File: src/rtl/mpq_pkg.sv
// shared types and constants of the min priority queue
package mpq_pkg;

    localparam int CAPACITY = 16;
    localparam int CNT_W    = $clog2(CAPACITY + 1);
    localparam int ID_W     = 16;
    localparam int WT_W     = 32;
    localparam int ST_W     = 2;
    localparam int OCC_W    = 5;

    localparam logic FN_PUSH = 1'b0;
    localparam logic FN_POP  = 1'b1;

    localparam logic [ST_W-1:0] ST_DONE  = 2'd0;
    localparam logic [ST_W-1:0] ST_EMPTY = 2'd1;
    localparam logic [ST_W-1:0] ST_FULL  = 2'd2;

    typedef struct packed {
        logic [ID_W-1:0]        id;
        logic signed [WT_W-1:0] weight;
    } t_entry;

    // broadcast to every cell of the chain
    typedef struct packed {
        logic   push;
        logic   pop;
        t_entry item;
    } t_ctl;

endpackage

File: src/rtl/min_priority_queue_id.sv
// top level of the bounded min priority queue of (id, weight) entries
//
//  channel  | signals                                      | dir | handshake
//  ---------+----------------------------------------------+-----+---------------------
//  command  | i_func, i_item_id, i_item_weight             | in  | start high, busy low
//  result   | o_out_id, o_out_weight, o_status, o_occupancy| out | o_valid, one cycle
//
//  one operation per clock: a command beat updates the whole chain at the edge that takes it
//  the result beat follows on the next cycle, held for that single cycle only
//  throughput is set by the chain of cells, which compare and shift in parallel
//  busy stays low, so back-to-back commands are taken every cycle
//  synchronous active-low reset empties the queue; slot contents stay undefined
//  the receiver cannot stall, so no result is ever held back
module min_priority_queue_id (
    input  logic                             i_clk,
    input  logic                             i_rst_n,
    input  logic                             start,
    output logic                             busy,
    input  logic                             i_func,
    input  logic [mpq_pkg::ID_W-1:0]         i_item_id,
    input  logic signed [mpq_pkg::WT_W-1:0]  i_item_weight,
    output logic                             o_valid,
    output logic [mpq_pkg::ID_W-1:0]         o_out_id,
    output logic signed [mpq_pkg::WT_W-1:0]  o_out_weight,
    output logic [mpq_pkg::ST_W-1:0]         o_status,
    output logic [mpq_pkg::OCC_W-1:0]        o_occupancy
);
    import mpq_pkg::*;

    // occupancy counter; the slots themselves carry no valid flags
    logic [CNT_W-1:0] r_count;
    logic [CNT_W-1:0] n_count;

    // registered result beat
    logic                   r_valid;
    logic [ID_W-1:0]        r_id;
    logic signed [WT_W-1:0] r_weight;
    logic [ST_W-1:0]        r_status;
    logic [CNT_W-1:0]       r_occ;

    logic                   n_valid;
    logic [ID_W-1:0]        n_id;
    logic signed [WT_W-1:0] n_weight;
    logic [ST_W-1:0]        n_status;

    logic   w_accept;
    logic   w_full;
    logic   w_empty;
    t_ctl   w_ctl;

    t_entry               w_entry [CAPACITY];
    logic [CAPACITY-1:0]  w_ge;
    logic [CAPACITY-1:0]  w_occ;

    assign busy     = 1'b0;
    assign w_accept = start && !busy;
    assign w_full   = (r_count == CNT_W'(CAPACITY));
    assign w_empty  = (r_count == '0);

    // broadcast to the chain; a push on a full queue is dropped here
    assign w_ctl.push        = w_accept && (i_func == FN_PUSH) && !w_full;
    assign w_ctl.pop         = w_accept && (i_func == FN_POP) && !w_empty;
    assign w_ctl.item.id     = i_item_id;
    assign w_ctl.item.weight = i_item_weight;

    // chain of cells: slot 0 holds the next entry to leave
    for (genvar g = 0; g < CAPACITY; g++) begin : g_cell
        t_entry w_left;
        t_entry w_right;
        logic   w_left_ge;

        assign w_occ[g] = (CNT_W'(g) < r_count);

        if (g == 0) begin : g_head
            assign w_left    = w_ctl.item;
            assign w_left_ge = 1'b0;
        end else begin : g_body
            assign w_left    = w_entry[g-1];
            assign w_left_ge = w_ge[g-1];
        end

        if (g == CAPACITY - 1) begin : g_tail
            assign w_right = w_entry[g];
        end else begin : g_inner
            assign w_right = w_entry[g+1];
        end

        mpq_cell u_cell (
            .i_clk     (i_clk),
            .i_ctl     (w_ctl),
            .i_occ     (w_occ[g]),
            .i_left_ge (w_left_ge),
            .i_left    (w_left),
            .i_right   (w_right),
            .o_entry   (w_entry[g]),
            .o_ge      (w_ge[g])
        );
    end

    always_comb begin
        n_count  = r_count;
        n_valid  = w_accept;
        n_id     = '0;
        n_weight = '0;
        n_status = ST_DONE;
        if (w_accept) begin
            case (i_func)
                FN_PUSH: begin
                    if (w_full) begin
                        n_status = ST_FULL;
                    end else begin
                        n_count = r_count + CNT_W'(1);
                    end
                end
                FN_POP: begin
                    if (w_empty) begin
                        n_status = ST_EMPTY;
                    end else begin
                        n_id     = w_entry[0].id;
                        n_weight = w_entry[0].weight;
                        n_count  = r_count - CNT_W'(1);
                    end
                end
                default: begin
                    n_status = ST_DONE;
                end
            endcase
        end
    end

    always_ff @(posedge i_clk) begin
        if (!i_rst_n) begin
            r_count <= '0;
            r_valid <= 1'b0;
        end else begin
            r_count <= n_count;
            r_valid <= n_valid;
        end
        r_id     <= n_id;
        r_weight <= n_weight;
        r_status <= n_status;
        r_occ    <= n_count;
    end

    assign o_valid      = r_valid;
    assign o_out_id     = r_id;
    assign o_out_weight = r_weight;
    assign o_status     = r_status;
    assign o_occupancy  = OCC_W'(r_occ);

endmodule

File: src/rtl/mpq_cell.sv
// one slot of the sorted chain: compares the broadcast key and shifts
module mpq_cell (
    input  logic           i_clk,
    input  mpq_pkg::t_ctl  i_ctl,
    input  logic           i_occ,
    input  logic           i_left_ge,
    input  mpq_pkg::t_entry i_left,
    input  mpq_pkg::t_entry i_right,
    output mpq_pkg::t_entry o_entry,
    output logic           o_ge
);
    import mpq_pkg::*;

    t_entry r_entry;
    t_entry n_entry;

    // empty slots count as heavier; equal weights let the new entry go first
    assign o_ge    = !i_occ || (r_entry.weight >= i_ctl.item.weight);
    assign o_entry = r_entry;

    always_comb begin
        n_entry = r_entry;
        if (i_ctl.push && o_ge) begin
            n_entry = i_left_ge ? i_left : i_ctl.item;
        end else if (i_ctl.pop) begin
            n_entry = i_right;
        end
    end

    always_ff @(posedge i_clk) begin
        r_entry <= n_entry;
    end

endmodule

File: config.mk
export PLATFORM = sky130hd
export DESIGN_NAME = min_priority_queue_id
export DESIGN_NICKNAME = d
export VERILOG_FILES = /design/src/rtl/mpq_pkg.sv /design/src/rtl/min_priority_queue_id.sv /design/src/rtl/mpq_cell.sv
export SDC_FILE = /design/constraint.sdc
export NUM_CORES = 2
export LEC_CHECK = 0
export ABC_CLOCK_PERIOD_IN_PS = 20100
export BUFFER_PORTS_ARGS = -buffer_cell sky130_fd_sc_hd__buf_2
export CAP_MARGIN = 15
export CELL_PAD_IN_SITES_DETAIL_PLACEMENT = 2
export CELL_PAD_IN_SITES_GLOBAL_PLACEMENT = 2
export CORE_ASPECT_RATIO = 0.9
export CORE_UTILIZATION = 46
export CTS_CLUSTER_SIZE = 14
export DETAILED_ROUTE_END_ITERATION = 6
export HOLD_SLACK_MARGIN = 0.05
export PLACE_DENSITY_LB_ADDON = 0.2
export SYNTH_ARGS = -nofsm -noshare
export SYNTH_HDL_FRONTEND = slang
export SYNTH_SLANG_ARGS = --single-unit
File: constraint.sdc
create_clock -name i_clk -period 20.1 [get_ports i_clk]
set_input_delay 2.01 -clock i_clk [delete_from_list [all_inputs] [get_ports i_clk]]
set_output_delay 2.01 -clock i_clk [all_outputs]
set_load 0.03 [all_outputs]
==> After elaboration in Yosys (flattened, before gate mapping) <==
Cells that the tools add are included.
{ "word_totals": {"reg_bits": 829, "latchBits": 0, "ram_bits": 0, "romBits": 0, "in_bits": 52, "output_inout_bits": 57, "wordCells": 198, "mem_count": 0} }
{ "classes": {"add_sub_neg": 2, "multipliers": 0, "div": 0, "order_cmp": 32, "eq_ne": 1, "shifts": 0, "n_mux": 52, "n_bitwise": 2, "reduce_logical": 71} }
{ "ops": {"columns": ["operator", "n"], "rows": [
  ["$mux W48", 45],
  ["$ge A32 B32 Y1", 16],
  ["$lt A4 B5 Y1 const A", 8],
  ["$reduce_bool A2 Y1", 15],
  ["$logic_and A1 B1 Y1", 20],
  ["$lt A3 B5 Y1 const A", 4],
  ["$logic_not A1 Y1", 18],
  ["$logic_or A1 B1 Y1", 16],
  ["$mux W5", 3],
  ["$lt A1 B5 Y1 const A", 2],
  ["$lt A2 B5 Y1 const A", 2],
  ["$pmux W5 S2", 1],
  ["$add A5 B1 Y5 const B", 1],
  ["$eq A5 B5 Y1 const B", 1],
  ["$logic_not A5 Y1", 1],
  ["$sub A5 B1 Y5 const B", 1],
  ["$pmux W2 S2", 1],
  ["$reduce_or A3 Y1", 1],
  ["$mux W2", 1],
  ["$not A1 Y1", 2],
  ["$mux W1", 1]
]} }

==> Depth between registers and ports, before layout <==
{ "depth": {"depth_word": 5, "ltp_mapped": 14, "depth_no_buf": 10} }

==> Modules after synthesis <==
From an unflattened synthesis, not the netlist that was laid out.
{ "hier_totals": {"hier_cells": 5173, "hier_area_um2": 56031.2} }
{ "by_module_without_submodules": {"columns": ["module", "n_inst", "cells_per_inst", "area_per_inst_um2", "seq_area_each_um2"], "rows": [
  ["mpq_cell", 16, 310, 3367.0, 1441.4],
  ["min_priority_queue_id", 1, 213, 2159.6, 1221.2]
]} }

==> Worst setup path after synthesis <==
No wires, ideal clock.
{ "synth_path": {"kind": "input to register", "start": "in i_item_weight[17] (netlist name)", "end": "reg g_cell[15].u_cell.r_entry, in the netlist g_cell[15].u_cell.o_entry[0], enable pin", "setup_ns": 0.513, "arrival_ns": 7.319, "required_time_ns": 19.587, "path_slack_ns": 12.268, "cell_stages": 10, "path_buffers": 1, "cell_sequence": "clkbuf_1 > inv_1 > ha_1 > a21o_1 > a21o_1 > a2111oi_0 > o211ai_1 > a211oi_1 > nor3_1 > nor3_1"} }
{ "synth_between": {"elab_chain_len": 3} }
{ "synth_lines": {"columns": ["item", "line_no", "rtl"], "rows": [
  ["start, declared", "min_priority_queue_id.sv:21", "input logic signed [mpq_pkg::WT_W-1:0] i_item_weight,"],
  ["$ge A32 B32 Y1", "mpq_cell.sv:18", "assign o_ge = !i_occ || (r_entry.weight >= i_ctl.item.weight);"],
  ["$logic_or A1 B1 Y1", "mpq_cell.sv:18", null],
  ["$logic_and A1 B1 Y1", "mpq_cell.sv:23", "if (i_ctl.push && o_ge) begin"],
  ["end signal, assigned", "mpq_cell.sv:31", "r_entry <= n_entry;"],
  ["end, declared", "mpq_cell.sv:14", "t_entry r_entry;"]
]} }
No other way between the ends.
A chain may end at the register's enable or synchronous reset.

==> Final worst setup path <==
{ "layout_path": {"start": "in i_item_weight[14] (netlist name)", "end": "reg g_cell[0].u_cell.r_entry, in the netlist g_cell[0].u_cell.o_entry[25], enable pin"} }
{ "layout_between": {"elab_chain_len": 4} }
{ "layout_lines": {"columns": ["item", "line_no"], "rows": [
  ["$ge A32 B32 Y1", "mpq_cell.sv:18"],
  ["$logic_or A1 B1 Y1", "mpq_cell.sv:18"],
  ["$logic_and A1 B1 Y1", "mpq_cell.sv:23"],
  ["$reduce_bool A2 Y1 (no line)", null],
  ["end signal, assigned", "mpq_cell.sv:31"],
  ["end, declared", "mpq_cell.sv:14"]
]} }
No other way between the ends.

==> flow_metrics.env <==
export IMPL_synth_nets=5436
export IMPL_synth_edf_count=768
export IMPL_synth_compound_gate_area_share_pct=12.29
export IMPL_dr_first_iter_drc_count=3959
export IMPL_area_growth_pct=9.495
export IMPL_place_hpwl_microns=150900
export IMPL_netlist_area_leader_share_pct=44.71
export IMPL_vias=43079
export IMPL_place_ws_ns=12.01
export IMPL_final_util_pct=50.80
export IMPL_die_area_sq_mm=0.1135
export IMPL_finalMaxSlewViolations=0
export IMPL_postCtsSetupRepairBufs=0
export IMPL_ys_ff_latch=829
export IMPL_place_congestion=0.9877
export IMPL_cts_max_path_buffers=3
export IMPL_synthCells=4869
export IMPL_dr_pass1_iters=5
export IMPL_yosysWarningCount=0
export IMPL_nets=5415
export IMPL_async_reset_ff_share_pct=0
export IMPL_synth_distinct_cells=73
export IMPL_rsz0062_at_grt="no"
export IMPL_wl_per_cell_microns=34.85
export IMPL_cts_resized=0
export IMPL_via_per_inst=6.727
export IMPL_crit_path_max_fanout=48
export IMPL_dp_cells=6226
export IMPL_max_freq_mhz=132.6
export IMPL_fin_crit_ns=7.544
export IMPL_synthMuxAreaShare_pct=13.57
export IMPL_final_setup_tns_ns=0
export IMPL_finalSetupViolCount=0
export IMPL_final_common_cell="nand2_1"
export IMPL_die_w_microns=355.0
export IMPL_cap_violations=0
export IMPL_synth_simple_gate_area_share_pct=11.39
export IMPL_synth_xor_area_share_pct=0.01698
export IMPL_pwr_density_cell_mw_per_mm2=98.48
export IMPL_grt_overflow=0
export IMPL_crit_arrival_ns=7.86
export IMPL_layout_common_cells="nand2_1, edfxtp_1, mux2i_1, o21ai_0, ha_1"
export IMPL_yosysSeqAreaShare_pct=47.08
export IMPL_core_area_sq_mm=0.1112
export IMPL_finClkSkew_ns=0.02629
export IMPL_yosys_top_cells_area="edfxtp_1, ha_1, mux2i_1"
export IMPL_fillers=11237
export IMPL_finalNonFillerCells=6404
export IMPL_critPathRequiredTime_ns=20.42
export IMPL_syn_area_sq_mm=0.05158
export IMPL_clk_latency_ns=0.72
export IMPL_start_util_pct=46.39
export IMPL_cts_hold_buf=0
export IMPL_rows=116
export IMPL_grt_max_degree=83
export IMPL_grt_pass1_vias=46540
export IMPL_htreeDepth=3
export IMPL_hold_class="reg -> reg"
export IMPL_finalPower_w=0.005562
export IMPL_hold_violations=0
export IMPL_track_usage_pct=38.88
export IMPL_cts_tree="built"
export IMPL_drc=0
export IMPL_antenna_found_initial=7
export IMPL_max_slew_margin_pct=11.77
export IMPL_cts_sinks=829
export IMPL_numCtsBuffers=95
export IMPL_synth_ff_type="edfxtp_1"
export IMPL_criticalPathCategory="in -> reg"
export IMPL_worst_setup_path_end_kind="flip-flop"
export IMPL_die_h_microns=319.7
export IMPL_synth_fa_ha_area_share_pct=12.49
export IMPL_finalWorstSetupSlack_ns=12.56
export IMPL_io_pins=109
export IMPL_syn_avg_cell_area_sq_um=10.59
export IMPL_drtAntennaViolNets=0
export IMPL_ir_worst_vdd_mv=0.07634
export IMPL_status="finished clean"
export IMPL_synth_top_family_by_area="multiplexers"
export IMPL_start_kind="input pin"
export IMPL_wl_microns=223200
export IMPL_grt_pass1_wl_microns=322000
export IMPL_timing_final_crit_share_pct=37.53
export IMPL_worstMarginPinSlew_ns=1.323
export IMPL_clock_root_buffer="clkbuf_16"
export IMPL_p_leak_nw=23.85
export IMPL_path_clk_slew_ns=0.07
export IMPL_portBuffers=107
export IMPL_yosys_area_top_type="edfxtp_1"
export IMPL_drive_gt1_share_pct=8.949
==> where the power goes <==
| part | internal (W) | total [W] | switching (W) |
|---|---|---|---|
| clock network | 0.000990 | 0.00178 | 0.000793 |
| logic | 0.000428 | 0.00136 | 0.000934 |
| registers | 0.00220 | 0.00242 | 0.000217 |
==> layer usage <==
metal	up-vias	routed length [microns]	track usage [%]
li1	18155	-	-
met3	606	16580	7.372
met4	4	14020	21.96
met2	1912	103700	62.99
met1	22402	88800	48.64
met5	-	28	0
==> critical path: stages <==
cell      delay, ns
buf_2          0.35
inv_1          0.50
ha_1           0.51
nand4_1        0.20
nor4b_2        0.78
a21bo_2        0.32
o211ai_1       0.36
a21oi_1        0.25
mux2i_4        0.20
buf_4          0.66
nand2_4        0.55
nand2_4        1.01
==> worst paths after layout <==
check | from | end | slack (ns) | depth (start not counted)
max | i_item_weight[14] | g_cell[0].u_cell.o_entry[25]$_DFFE_PP_ | 12.56 | 12
min | g_cell[0].u_cell.o_entry[45]$_DFFE_PP_ | o_out_id[13]$_SDFF_PP0_ | 0.50 | 1
max reg2reg | g_cell[3].u_cell.o_entry[31]$_DFFE_PP_ | g_cell[3].u_cell.o_entry[23]$_DFFE_PP_ | 14.25 | 9
min reg2reg | g_cell[0].u_cell.o_entry[45]$_DFFE_PP_ | o_out_id[13]$_SDFF_PP0_ | 0.50 | 1
==> synth_stat cells, types with 13 or more instances <==
master / n
a211oi_1: 16
a21o_1: 18
a21oi_1: 318
a221oi_1: 13
a31oi_1: 57
and2_1: 54
buf_2: 68
buf_4: 32
clkbuf_1: 184
dfxtp_1: 61
edfxtp_1: 768
ha_1: 515
inv_1: 59
mux2_2: 65
mux2i_1: 626
nand2_1: 788
nand3_1: 55
nand4_1: 114
nor2_1: 198
nor2b_1: 19
nor3_1: 14
nor4_1: 21
o211ai_1: 29
o21a_1: 13
o21ai_0: 545
o21ai_1: 70
==> registers in the layout (all words and copies together) (netlist names) <==
name                   flops
g_cell.u_cell.o_entry    768
o_occupancy                5
o_out_id                  16
o_out_weight              32
o_status                   2
o_valid                    1
r_count                    5
==> kinds of logic (layout without fill, tap and decap cells) <==
logic type | count (synthesis) | after routing
muxes | 691 | 691
xor gates and xnor gates | 1 | 1
and+or+nand+nor | 1330 | 1330
AOI/OAI and AO/OA | 1147 | 1147
adders and majority gates | 515 | 515
buffers and inverters | 355 | 414
DFF | 829 | 829
other | 1 | 2
==> area by class of cell <==
class                           instances  area [sq um]  area share, %
Clock inverter                         49         376.6         0.6668
Sequential cell                       829         24280          43.00
Antenna cell                            1         2.502       0.004431
Timing Repair Buffer                  178          1069          1.892
Inverter                               59         221.5         0.3921
Tap cell                             1475          1846          3.268
Clock buffer                          128          2656          4.703
Multi-Input combinational cell       3685         26020          46.08
==> stage by stage <==
step / instance area, sq um / hold slack [ns]
after CTS: 56470 / 0.5017
after global placement: 53440 / 0.4600
after global routing: 56480 / 0.5055
after floorplan: 51580 / 0.4478
final: 56480 / 0.4977
after detailed placement: 53440 / 0.4744
Note: power is estimated with default switching activity, not from simulation.
